**config.mk**
```make
export PLATFORM = sky130hd
export DESIGN_NAME = swfe_ctrl
export DESIGN_NICKNAME = d
export VERILOG_FILES = /design/src/hw/rtl/swfe_pkg.sv /design/src/hw/rtl/swfe_ctrl.sv
export SDC_FILE = /design/constraint.sdc
export NUM_CORES = 1
export LEC_CHECK = 0
export ABC_AREA = 1
export BUFFER_PORTS_ARGS = -buffer_cell sky130_fd_sc_hd__buf_2
export CAP_MARGIN = 10
export CORE_MARGIN = 4
export CORE_UTILIZATION = 60
export CTS_BUF_LIST = sky130_fd_sc_hd__clkbuf_8 sky130_fd_sc_hd__clkbuf_16
export CTS_CLUSTER_DIAMETER = 150
export DETAILED_ROUTE_END_ITERATION = 6
export PLACE_DENSITY = 0.89
export SLEW_MARGIN = 10
export SYNTH_ARGS = -nofsm -noshare
export SYNTH_HDL_FRONTEND = slang
export SYNTH_SLANG_ARGS = --single-unit
```
**constraint.sdc**
```tcl
create_clock -name clk -period 10.7 [get_ports clk]
set_clock_uncertainty 0.15 [all_clocks]
set_input_delay 0.535 -clock clk [delete_from_list [all_inputs] [get_ports clk]]
set_output_delay 0.535 -clock clk [all_outputs]
set_load 0.02 [all_outputs]
```
**src/hw/rtl/swfe_pkg.sv**
```systemverilog
// ----------------------------------------------------------------------------
// swfe_pkg
// Shared types, constants and ring index helpers for the sync word frame
// extractor.
// ----------------------------------------------------------------------------
`default_nettype none

package swfe_pkg;

  localparam int RING_DEPTH = 1024;
  localparam int MAX_FRAME  = 64;

  localparam int IDX_W  = $clog2(RING_DEPTH);
  localparam int LEN_W  = $clog2(MAX_FRAME + 1);
  localparam int WIDE_W = ((IDX_W > LEN_W) ? IDX_W : LEN_W) + 1;

  localparam logic [7:0] SYNC_A     = 8'hEB;
  localparam logic [7:0] SYNC_B     = 8'h90;
  localparam logic [7:0] SUM_OK     = 8'h00;
  localparam logic [7:0] MIN_FRAME  = 8'd5;
  localparam int         MIN_BUFFER = 4;

  localparam logic OP_PUSH = 1'b0;
  localparam logic OP_PULL = 1'b1;

  typedef logic [IDX_W-1:0] idx_t;
  typedef logic [LEN_W-1:0] off_t;

  typedef struct packed {
    logic       operation;
    logic [7:0] rx_byte;
  } in_t;

  typedef struct packed {
    logic        found;
    logic [7:0]  frame_byte;
    logic        last_byte;
    logic [7:0]  function_code;
    logic [15:0] frame_total;
  } out_t;

  typedef struct packed {
    logic       we;
    idx_t       waddr;
    logic [7:0] wdata;
    idx_t       raddr;
  } ring_req_t;

  function automatic idx_t ring_add(input idx_t base, input off_t off);
    logic [WIDE_W-1:0] s;
    s = WIDE_W'(base) + WIDE_W'(off);
    if (s >= WIDE_W'(RING_DEPTH)) s = s - WIDE_W'(RING_DEPTH);
    return s[IDX_W-1:0];
  endfunction

  function automatic idx_t ring_count(input idx_t wr, input idx_t rd);
    logic [WIDE_W-1:0] s;
    if (wr >= rd) s = WIDE_W'(wr) - WIDE_W'(rd);
    else          s = WIDE_W'(wr) + WIDE_W'(RING_DEPTH) - WIDE_W'(rd);
    return s[IDX_W-1:0];
  endfunction

endpackage

`default_nettype wire

```
**src/hw/rtl/swfe_ctrl.sv**
```systemverilog
// ----------------------------------------------------------------------------
// swfe_ctrl
// Command sequencer: ring indices, header scan, checksum pass and frame
// emission, with registered result beats.
// ----------------------------------------------------------------------------
`default_nettype none

module swfe_ctrl
  import swfe_pkg::*;
(
  input  wire logic       clk,
  input  wire logic       rst,
  input  wire logic       start,
  input  wire in_t        cmd,
  output logic            busy,
  output ring_req_t       req,
  input  wire logic [7:0] rdata,
  output out_t            result,
  output logic            strobe
);

  typedef enum logic [9:0] {
    ST_IDLE = 10'b00_0000_0001,
    ST_SCAN = 10'b00_0000_0010,
    ST_H0   = 10'b00_0000_0100,
    ST_H1   = 10'b00_0000_1000,
    ST_H2   = 10'b00_0001_0000,
    ST_H3   = 10'b00_0010_0000,
    ST_SUM  = 10'b00_0100_0000,
    ST_CHK  = 10'b00_1000_0000,
    ST_EMIT = 10'b01_0000_0000,
    ST_NONE = 10'b10_0000_0000
  } state_t;

  state_t      state, state_next;
  idx_t        rd, rd_next;
  idx_t        wr, wr_next;
  logic [15:0] frames, frames_next;
  logic [7:0]  func, func_next;
  logic [7:0]  len_q, len_next;
  off_t        cnt, cnt_next;
  logic [7:0]  sum, sum_next;
  out_t        result_next;
  logic        strobe_next;
  off_t        off;
  idx_t        count;
  logic        is_last;

  assign count   = ring_count(wr, rd);
  assign is_last = (cnt == (len_q[LEN_W-1:0] - LEN_W'(1)));
  assign busy    = (state != ST_IDLE);

  always_comb begin
    state_next  = state;
    rd_next     = rd;
    wr_next     = wr;
    frames_next = frames;
    func_next   = func;
    len_next    = len_q;
    cnt_next    = cnt;
    sum_next    = sum;
    result_next = result;
    strobe_next = 1'b0;
    off         = '0;
    req.we      = 1'b0;
    req.waddr   = wr;
    req.wdata   = cmd.rx_byte;
    unique case (state)
      ST_IDLE: begin
        if (start) begin
          if (cmd.operation == OP_PUSH) begin
            if (count != IDX_W'(RING_DEPTH - 1)) begin
              req.we  = 1'b1;
              wr_next = ring_add(wr, LEN_W'(1));
            end
          end else begin
            state_next = ST_SCAN;
          end
        end
      end
      ST_SCAN: begin
        if (count > IDX_W'(MIN_BUFFER)) state_next = ST_H0;
        else                            state_next = ST_NONE;
      end
      ST_H0: begin
        if (rdata == SYNC_A) begin
          off        = LEN_W'(1);
          state_next = ST_H1;
        end else begin
          rd_next    = ring_add(rd, LEN_W'(1));
          state_next = ST_SCAN;
        end
      end
      ST_H1: begin
        if (rdata == SYNC_B) begin
          off        = LEN_W'(2);
          state_next = ST_H2;
        end else begin
          rd_next    = ring_add(rd, LEN_W'(1));
          state_next = ST_SCAN;
        end
      end
      ST_H2: begin
        len_next   = rdata;
        off        = LEN_W'(3);
        state_next = ST_H3;
      end
      ST_H3: begin
        func_next = rdata;
        if (len_q < MIN_FRAME || len_q > 8'(MAX_FRAME)) begin
          rd_next    = ring_add(rd, LEN_W'(2));
          state_next = ST_SCAN;
        end else if (WIDE_W'(count) < WIDE_W'(len_q[LEN_W-1:0])) begin
          state_next = ST_NONE;
        end else begin
          cnt_next   = '0;
          sum_next   = '0;
          state_next = ST_SUM;
        end
      end
      ST_SUM: begin
        sum_next = sum + rdata;
        off      = cnt + LEN_W'(1);
        if (is_last) state_next = ST_CHK;
        else         cnt_next   = cnt + LEN_W'(1);
      end
      ST_CHK: begin
        if (sum != SUM_OK) begin
          rd_next    = ring_add(rd, LEN_W'(2));
          state_next = ST_SCAN;
        end else begin
          frames_next = frames + 16'd1;
          cnt_next    = '0;
          state_next  = ST_EMIT;
        end
      end
      ST_EMIT: begin
        strobe_next               = 1'b1;
        result_next.found         = 1'b1;
        result_next.frame_byte    = rdata;
        result_next.last_byte     = is_last;
        result_next.function_code = func;
        result_next.frame_total   = frames;
        off                       = cnt + LEN_W'(1);
        if (is_last) begin
          rd_next    = ring_add(rd, len_q[LEN_W-1:0]);
          state_next = ST_IDLE;
        end else begin
          cnt_next = cnt + LEN_W'(1);
        end
      end
      ST_NONE: begin
        strobe_next               = 1'b1;
        result_next.found         = 1'b0;
        result_next.frame_byte    = 8'd0;
        result_next.last_byte     = 1'b1;
        result_next.function_code = func;
        result_next.frame_total   = frames;
        state_next                = ST_IDLE;
      end
      default: begin
        state_next = ST_IDLE;
      end
    endcase
    req.raddr = ring_add(rd, off);
  end

  always_ff @(posedge clk) begin
    if (rst) begin
      state  <= ST_IDLE;
      rd     <= '0;
      wr     <= '0;
      frames <= '0;
      func   <= '0;
      strobe <= 1'b0;
    end else begin
      state  <= state_next;
      rd     <= rd_next;
      wr     <= wr_next;
      frames <= frames_next;
      func   <= func_next;
      strobe <= strobe_next;
    end
  end

  always_ff @(posedge clk) begin
    len_q  <= len_next;
    cnt    <= cnt_next;
    sum    <= sum_next;
    result <= result_next;
  end

  a_none_is_last: assert property (@(posedge clk) disable iff (rst)
    strobe && !result.found |-> result.last_byte)
    else $error("no-frame beat without last mark");

  a_pull_busy: assert property (@(posedge clk) disable iff (rst)
    start && !busy && cmd.operation == OP_PULL |=> busy)
    else $error("pull accepted but sequencer idle");

  a_push_quiet: assert property (@(posedge clk) disable iff (rst)
    start && !busy && cmd.operation == OP_PUSH |=> !busy && !strobe)
    else $error("push produced a beat or stayed busy");

  a_emit_range: assert property (@(posedge clk) disable iff (rst)
    state == ST_EMIT |-> WIDE_W'(cnt) < WIDE_W'(len_q))
    else $error("emit index beyond frame length");

endmodule

`default_nettype wire

```
Word-level counts from Yosys, hierarchy flattened
Cells that the tools add are included.

Bitwise gates (word level): 2. Magnitude comparators: 10. Muxes and demuxes: 40. Eq/ne operators: 27. Reductions and logical operators: 14. $add $sub $neg: 17.

Operator list (number): $mux W10 (18); $pmux W10 S9 (1); $pmux W34 S2 (1); $ge A11 B11 Y1 const B (5); $pmux W10 S5 (1); $sub A10 B1 Y10 const B (5); $mux W7 (4); $pmux W7 S4 (1); $ne A2 B2 Y1 const B (12); $add A10 B1 Y11 const B (2); $add A10 B7 Y11 (2); $pmux W7 S3 (1); $sub A10 B10 Y10 (2); $add A16 B1 Y16 const B (1); $eq A8 B8 Y1 const B (2); $mux W8 (2); $pmux W8 S2 (1); $add A10 B2 Y11 const B (1); $add A10 B1 Y10 const B (1); $eq A10 B1 Y1 const B (1); $eq A10 B10 Y1 const B (1); $eq A10 B2 Y1 const B (1); $eq A10 B3 Y1 const B (1); $eq A10 B4 Y1 const B (1); 33 further kinds (42).

Word-level logic and storage cells: 124. Output and inout port bits: 65. Bits of input ports: 20. Register bits: 112.

Depth between registers and ports, before layout
Gate-level depths: netlist of run 1.

Depth in word-level cells: 8. Depth in mapped cells: 20. Gate-level depth less buffers: 20.

Worst setup path after synthesis of run 1
OpenSTA, ideal clock, no wires.

Kind: register to output. From: reg state[2]. To: out req[8] in the netlist's numbering. Path slack: 6.666 ns. Cell stages (with the launch flop): 15. Required time: 10.015 ns. Data arrival time: 3.349 ns. Cells stage by stage: dfxtp_1 > nor2_1 > nand2_2 > nor4_1 > inv_1 > o211ai_1 > ha_1 > fa_1 > nand3_1 > nand3_1 > a21oi_1 > o21bai_1 > nand2_1 > a21oi_1 > xor2_1.

RTL lines: from (decl) (RTL line swfe_ctrl.sv:35) `state_t state, state_next;`; from (signal assigned) (RTL line swfe_ctrl.sv:177) `state <= state_next;`; to (decl) (RTL line swfe_ctrl.sv:16) `output ring_req_t req,`.

==> results.toml, run 1 <==
[finish]
antenna_cells = 0
final_area_mm2 = 0.00768
num-nets-final = 1053
drive_gt1_frac = 0.103
area_growth_pct = 10.7
fin_util = 0.676

[clock_network]
cts_max_level = 3
cts_buffer_depth = 2
tritoncts = "yes"
cts.sinks = 112
clk-insertion-delay-late_ps = 360
cts_setup_buffers = 0
post_cts_resized = 0
clkTransAtPathRegs_ps = 70
cts_buffers = 9
root_buffer = "clkbuf_16"
postCtsHoldBufs = 0

[power_and_ir_drop]
power.density_mw_per_mm2 = 118
leakage_nw = 3.64
peakVddDrop_mv = 0.109

[synthesis]
syn_nets = 991
seq_area_frac_synth = 0.405
synth_top_family_by_area = "simple AND/OR/NAND/NOR gates"
synth.area.mux_share = 0
syn_inst = 926
ys_seq_elements = 112
ys_types = 41
yosys.area_share.adder = 0.0855
avgSynthCellArea_um2 = 7.50
syn_area_mm2 = 0.00694
synth-xor-area-share = 0.0366
yosys_warnings = 0
synthSimpleGateAreaFrac = 0.294
synth_compound_area_frac = 0.0842

[drt]
dr.pass1.iters = 5
drt_iter0_drc = 509
wl_mm = 15.9
wl_per_cell_um = 14.0
drc = 0
via_per_inst = 5.53
drtAntennaViolNets = 0
vias = 6283

[setup_path]
r2r_start = "rd[1]"
required_ps = 10020
cp_max_fo = 10
crit_arrival_ps = 3810
worstSetupPathType = "flip-flop to output pin"
start_kind = "flip-flop"
worstSetupEndpointType = "output pin"
crit_start = "state[2]"

[global_routing]
grt_pass1_wl_mm = 26.9
track_usage = 0.249
grt_pass1_vias = 5820
grt_overflow_total = 0
antenna_found_initial = 0
grt_max_degree = 35

[timing]
fmax_mhz = 223
rsz0062_at_grt = "no"
final-setup-viol-count = 0
worst_pin_slew_ps = 1170
hold_viol = 0
slew_viol_final = 0
finalCriticalPeriod_ps = 4490
relSlewSlack = 0.217
fin_setup_tns_ps = 0
min_period_over_period = 0.420

[die]
pin_count = 85
fp-row-count = 39
fp.dieW_um = 116
initial_core_util = 0.610
core_area_mm2 = 0.0114
dieArea_mm2 = 0.0134
chipHeight_um = 116

[job]
max_cap_violations = 0

[place]
hpwl_mm = 12.2
dpl_cell_area_mm2 = 0.00737
place.port_buffers = 68
gp_congestion = 0.958

[worst_hold_path]
hold_path_class = "input port to flip-flop"
worst_hold_startpoint = "rdata[5]"

[outcome]
outcome = "finished clean"
state kept, by name (all words and copies together), names as in the netlist:
register and cells:
result 34, cnt 7, state 10, rd 10, len_q 8, frames 16, sum 8, wr 10
func 8, strobe 1
power by group:
group / total, mW / switching, mW / internal [mW]
registers: 0.456 / 0.00448 / 0.452
logic: 0.0935 / 0.0639 / 0.0296
clock network: 0.353 / 0.166 / 0.187
total: 0.903 / 0.235 / 0.668
path summary, 6_finish.rpt:
kind / end / slack (ps) / cells after the start
max reg2reg: cnt[0] / 7170 / 15
min: len_q[5] / 270 / 1
min reg2reg: result[19] / 280 / 0
max: req[8] / 6210 / 15
synthesized netlist by cell type:
library cell	n	area [um^2]
edfxtp_1	57	1710
and2_1	2	12.5
inv_1	141	529
nand3_1	67	335
o21ai_1	5	25.0
a21oi_1	52	260
ha_1	41	513
nand4_1	28	175
buf_6	1	11.3
o21a_1	2	15.0
nand2_1	198	743
o211a_1	1	10.0
nor4_1	5	31.3
nor3_1	23	115
xnor2_1	7	61.3
a21o_1	2	15.0
xor2_1	22	193
nor2_2	3	18.8
o22ai_1	1	6.26
nor2_4	2	22.5
fa_1	4	80.1
o211ai_1	3	22.5
a21boi_1	1	7.51
dfxtp_1	55	1100
nor3_4	1	16.3
a22oi_1	1	7.51
clkbuf_1	6	22.5
o31ai_1	1	7.51
buf_2	3	15.0
buf_4	8	60.1
nor3_2	3	30.0
nor3b_1	2	15.0
a211oi_1	4	30.0
and3_1	1	6.26
o21ai_0	34	170
nand2_2	3	18.8
inv_2	3	11.3
nor2_1	128	480
nand3b_1	3	22.5
o21bai_1	1	7.51
buf_1	1	3.75
worst max-delay path: stages (launching register included):
cell      delay [ps]
dfxtp_1          330
nor2_1           230
nand2_2          170
nor4_2           810
inv_1            270
o211ai_1         190
ha_1             210
fa_1             220
nand3_1           90
nand3_1          110
a21oi_1           80
o21bai_1         190
nand2_1           80
a21oi_1          160
xor2_1           150
buf_2            180
logic make-up after synthesis:
family,count (synthesis)
buf+inv,163
fa+ha+maj,45
compound gates,108
simple gates,469
flops,112
xor+xnor,29
per-layer routing:
layer	vias up	share of wire	GRT usage	wire length, um
li1	3166	-	-	-
met1	2835	0.44	0.335	6930
met2	228	0.46	0.394	7300
met3	54	0.072	0.0538	1150
met4	0	0.032	0.0986	505
met5	-	0	0	0
area by class of cell:
| cell class | count | area (um^2) |
|---|---|---|
| inverters | 144 | 541 |
| fillers | 936 | 3690 |
| well taps | 143 | 179 |
| repair buffers | 70 | 355 |
| flip-flops and latches | 112 | 2810 |
| multi-input cells | 651 | 3480 |
| clock inverters | 7 | 87.6 |
| clock buffers | 9 | 225 |
cell usage in the layout, fill, tap and decap left out, types with 2 or more instances in the layout:
master | Yosys | routed
edfxtp_1 | 57 | 57
xnor2_1 | 7 | 7
nor3b_1 | 2 | 2
fa_1 | 4 | 4
xor2_1 | 22 | 22
nand3_1 | 67 | 67
and2_1 | 2 | 2
dfxtp_1 | 55 | 55
nor3_1 | 23 | 23
buf_2 | 3 | 68
a21o_1 | 2 | 2
clkbuf_16 | 0 | 9
nor2_4 | 2 | 2
nand2_2 | 3 | 3
buf_4 | 8 | 2
o21a_1 | 2 | 2
o211ai_1 | 3 | 3
o21ai_1 | 5 | 5
nand2_1 | 198 | 198
nor2_2 | 3 | 3
inv_1 | 141 | 141
nor4_1 | 5 | 4
o21ai_0 | 34 | 34
a21oi_1 | 52 | 52
nor3_2 | 3 | 3
ha_1 | 41 | 41
nor2_1 | 128 | 128
inv_2 | 3 | 3
inv_8 | 0 | 2
nand3b_1 | 3 | 3
clkinv_4 | 0 | 3
nand4_1 | 28 | 28
a211oi_1 | 4 | 4
metrics by stage:
stage	setup WS [ps]	hold WS, ps	instances	power, mW
final	6210	267	1136	0.903
after global routing	5780	258	1136	0.937
after CTS	6200	257	1136	0.906
after detailed placement	6630	262	1120	0.558
after global placement	6750	257	1120	0.556
after floorplan	6670	253	926	0.535
Power figures use the tool's default switching activity.
==> run 2: changes to the inputs <==
Settings changed: CORE_UTILIZATION 60 to 53, PLACE_DENSITY 0.89 to 0.84.
Clock period 10.7 ns to 3.9 ns, I/O delays scaled along.
==> run 2 against run 1 <==
Compared with the run above: clock-buffer cell count up 2; global-route usage down 2.2 points; sequential power rose to 2.8 times the previous value; hold slack worse by 220 ps; combinational power rose to 2.8 times the previous value; cell count up 4.0%; total power rose to 2.7 times the previous value; register-to-register slack worse by 6700 ps; critical endpoint unchanged.
==> results.toml, run 2 (synthesized netlist as in run 1, its figures left out) <==
[die]
initial_core_util = 0.546
fp-row-count = 41
fp.dieW_um = 122
chipHeight_um = 122
pin_count = 85
dieArea_mm2 = 0.0150
core_area_mm2 = 0.0127

[power_and_ir_drop]
p_sw_uw = 636
leakage_nw = 3.72
comb_power_share = 0.107
switching_share = 0.258
seqPwrFrac = 0.509
power.density_mw_per_mm2 = 312
peakVddDrop_mv = 0.210
pwr-share-clk = 0.383
p_int_mw = 1.83

[clock_network]
clk-insertion-delay-late_ps = 360
clkTransAtPathRegs_ps = 80
root_buffer = "clkbuf_16"
cts.sinks = 112
tritoncts = "yes"
cts_buffers = 9
cts_max_level = 3
cts_buffer_depth = 2

[outcome]
outcome = "finished clean"

[finish]
final_cell_mix = "nand2_1 (196), inv_1 (140), nor2_1 (125), buf_2 (68), nand3_1 (67)"
area_growth_pct = 14.0
top_register = "result"
seqCellArea_mm2 = 0.00282
layout_commonest_cell = "nand2_1"
final_area_mm2 = 0.00791
drive_gt1_frac = 0.122
largest_reg_flops = 34
nFillCells = 1095
multi_input_area_mm2 = 0.00353
num-nets-final = 1069
reg_top3 = "result (34), frames (16)"
antenna_cells = 0

[drt]
dr.pass1.iters = 5
drc = 0
wl_mm = 16.7
drt_iter0_drc = 626
vias = 6372
drtAntennaViolNets = 0
via_per_inst = 5.40
wl_per_cell_um = 14.1

[timing]
fmax_mhz = 269
min_period_over_period = 0.953
worst_pin_slew_ps = 1110
finalWorstSetupSlack_ps = 182
hold_viol = 0
slew_viol_final = 0
finalCriticalPeriod_ps = 3720
relSlewSlack = 0.260
final-setup-viol-count = 0

[worst_hold_path]
worstHoldEndpoint = "state[0]"
hold_depth = 4
worst_hold_startpoint = "cmd[8]"
hold_path_class = "input port to flip-flop"

[setup_path]
r2r_cells = 17
cp_max_fo = 8
worstSetupEndpointType = "output pin"
start_kind = "flip-flop"
worstSetupPathType = "flip-flop to output pin"
required_ps = 3560
rrSetupSlack_ps = 470
crit_arrival_ps = 3370
r2r_start = "rd[4]"
r2r_end = "cnt[4]"

[job]
max_cap_violations = 0

[global_routing]
grt_overflow_total = 0
grt_pass1_wl_mm = 27.3
grt_pass1_vias = 5831
grt_max_degree = 35
track_usage = 0.227
antenna_found_initial = 0

[place]
dpl_cell_area_mm2 = 0.00743
dp_slack_ps = 352
hpwl_mm = 12.4
gp_congestion = 0.932
place.port_buffers = 68
-- run 2: changes by cell type in the layout (fill, tap and decap cells not counted), moves of 2 or more --
cell,previous run,this run
buf_4,2,10
dlygate4sd3_1,0,8
dfxtp_1,55,51
dfxtp_2,0,4
clkinv_4,3,0
nor2_1,128,125
nor2_4,2,5
clkinv_2,0,2
nand2_1,198,196
-- run 2: critical path, cell delays in order (launching register included) --
cell and delay, ps:
dfxtp_2 360, nor2_4 150, nand2_2 110, inv_2 100
nand2_1 110, nor3_4 260, inv_2 90, nand2_2 120
inv_2 90, o211ai_1 220, ha_2 220, fa_2 210
nand3_1 70, nand3_1 100, a21oi_1 80, o21bai_1 200
nand2_1 90, a21oi_2 130, xor2_1 150, buf_4 160
-- run 2: per-stage QoR --
step | utilization | hold WS, ps | total power [mW] | instances | setup TNS [ps]
after global placement | 0.584 | 240 | 1.52 | 1152 | 0
final | 0.622 | 51.5 | 2.47 | 1181 | 0
after global routing | 0.622 | 143 | 2.57 | 1181 | -43.8
after CTS | 0.616 | 52.6 | 2.46 | 1177 | 0
after floorplan | - | 144 | 1.47 | 926 | 0
after detailed placement | 0.584 | 240 | 1.53 | 1152 | 0
-- run 2: power by group through the flow --
stage               clock, mW  combinational [mW]  sequential, mW
detailed placement          0               0.248            1.28
floorplan                   0               0.184            1.28
CTS                     0.952               0.257            1.25
global placement            0               0.243            1.28
global route             1.01               0.301            1.26
finish                  0.945               0.265            1.26
-- run 2: per-layer routing --
layer  vias up  wire [um]  GRT usage
met3        35       1160     0.0387
met1      2899       7140      0.300
met2       246       8000      0.376
met4         0        405     0.0833
li1       3192          -          -
met5         -          0          0
-- run 2: how the worst max path moves through the flow --
stage                         to  cells after the start  slack [ps]      from
final                     req[8]                     19         180  state[5]
after CTS                 req[8]                     19          20  state[3]
after detailed placement  req[9]                     21         350  state[3]
after global placement    req[9]                     21         500  state[2]
after global routing      req[8]                     19         -40  state[1]
after floorplan           req[8]                     14         210  state[2]
-- run 2: cell type report --
cell class,count,share of cell area
Clock buffer,11,0.0334
Clock inverter,5,0.00585
Inverter,144,0.0686
Multi-Input combinational cell,651,0.446
Sequential cell,112,0.356
Tap cell,172,0.0272
Timing Repair Buffer,86,0.0626
-- run 2: repair_timing --
action	CTS	global route
resized for setup	1	20
pin swaps	1	8
endpoints found under the hold margin	8	0
hold buffers	8	0
endpoints found under the setup margin	2	4
setup buffers	1	3
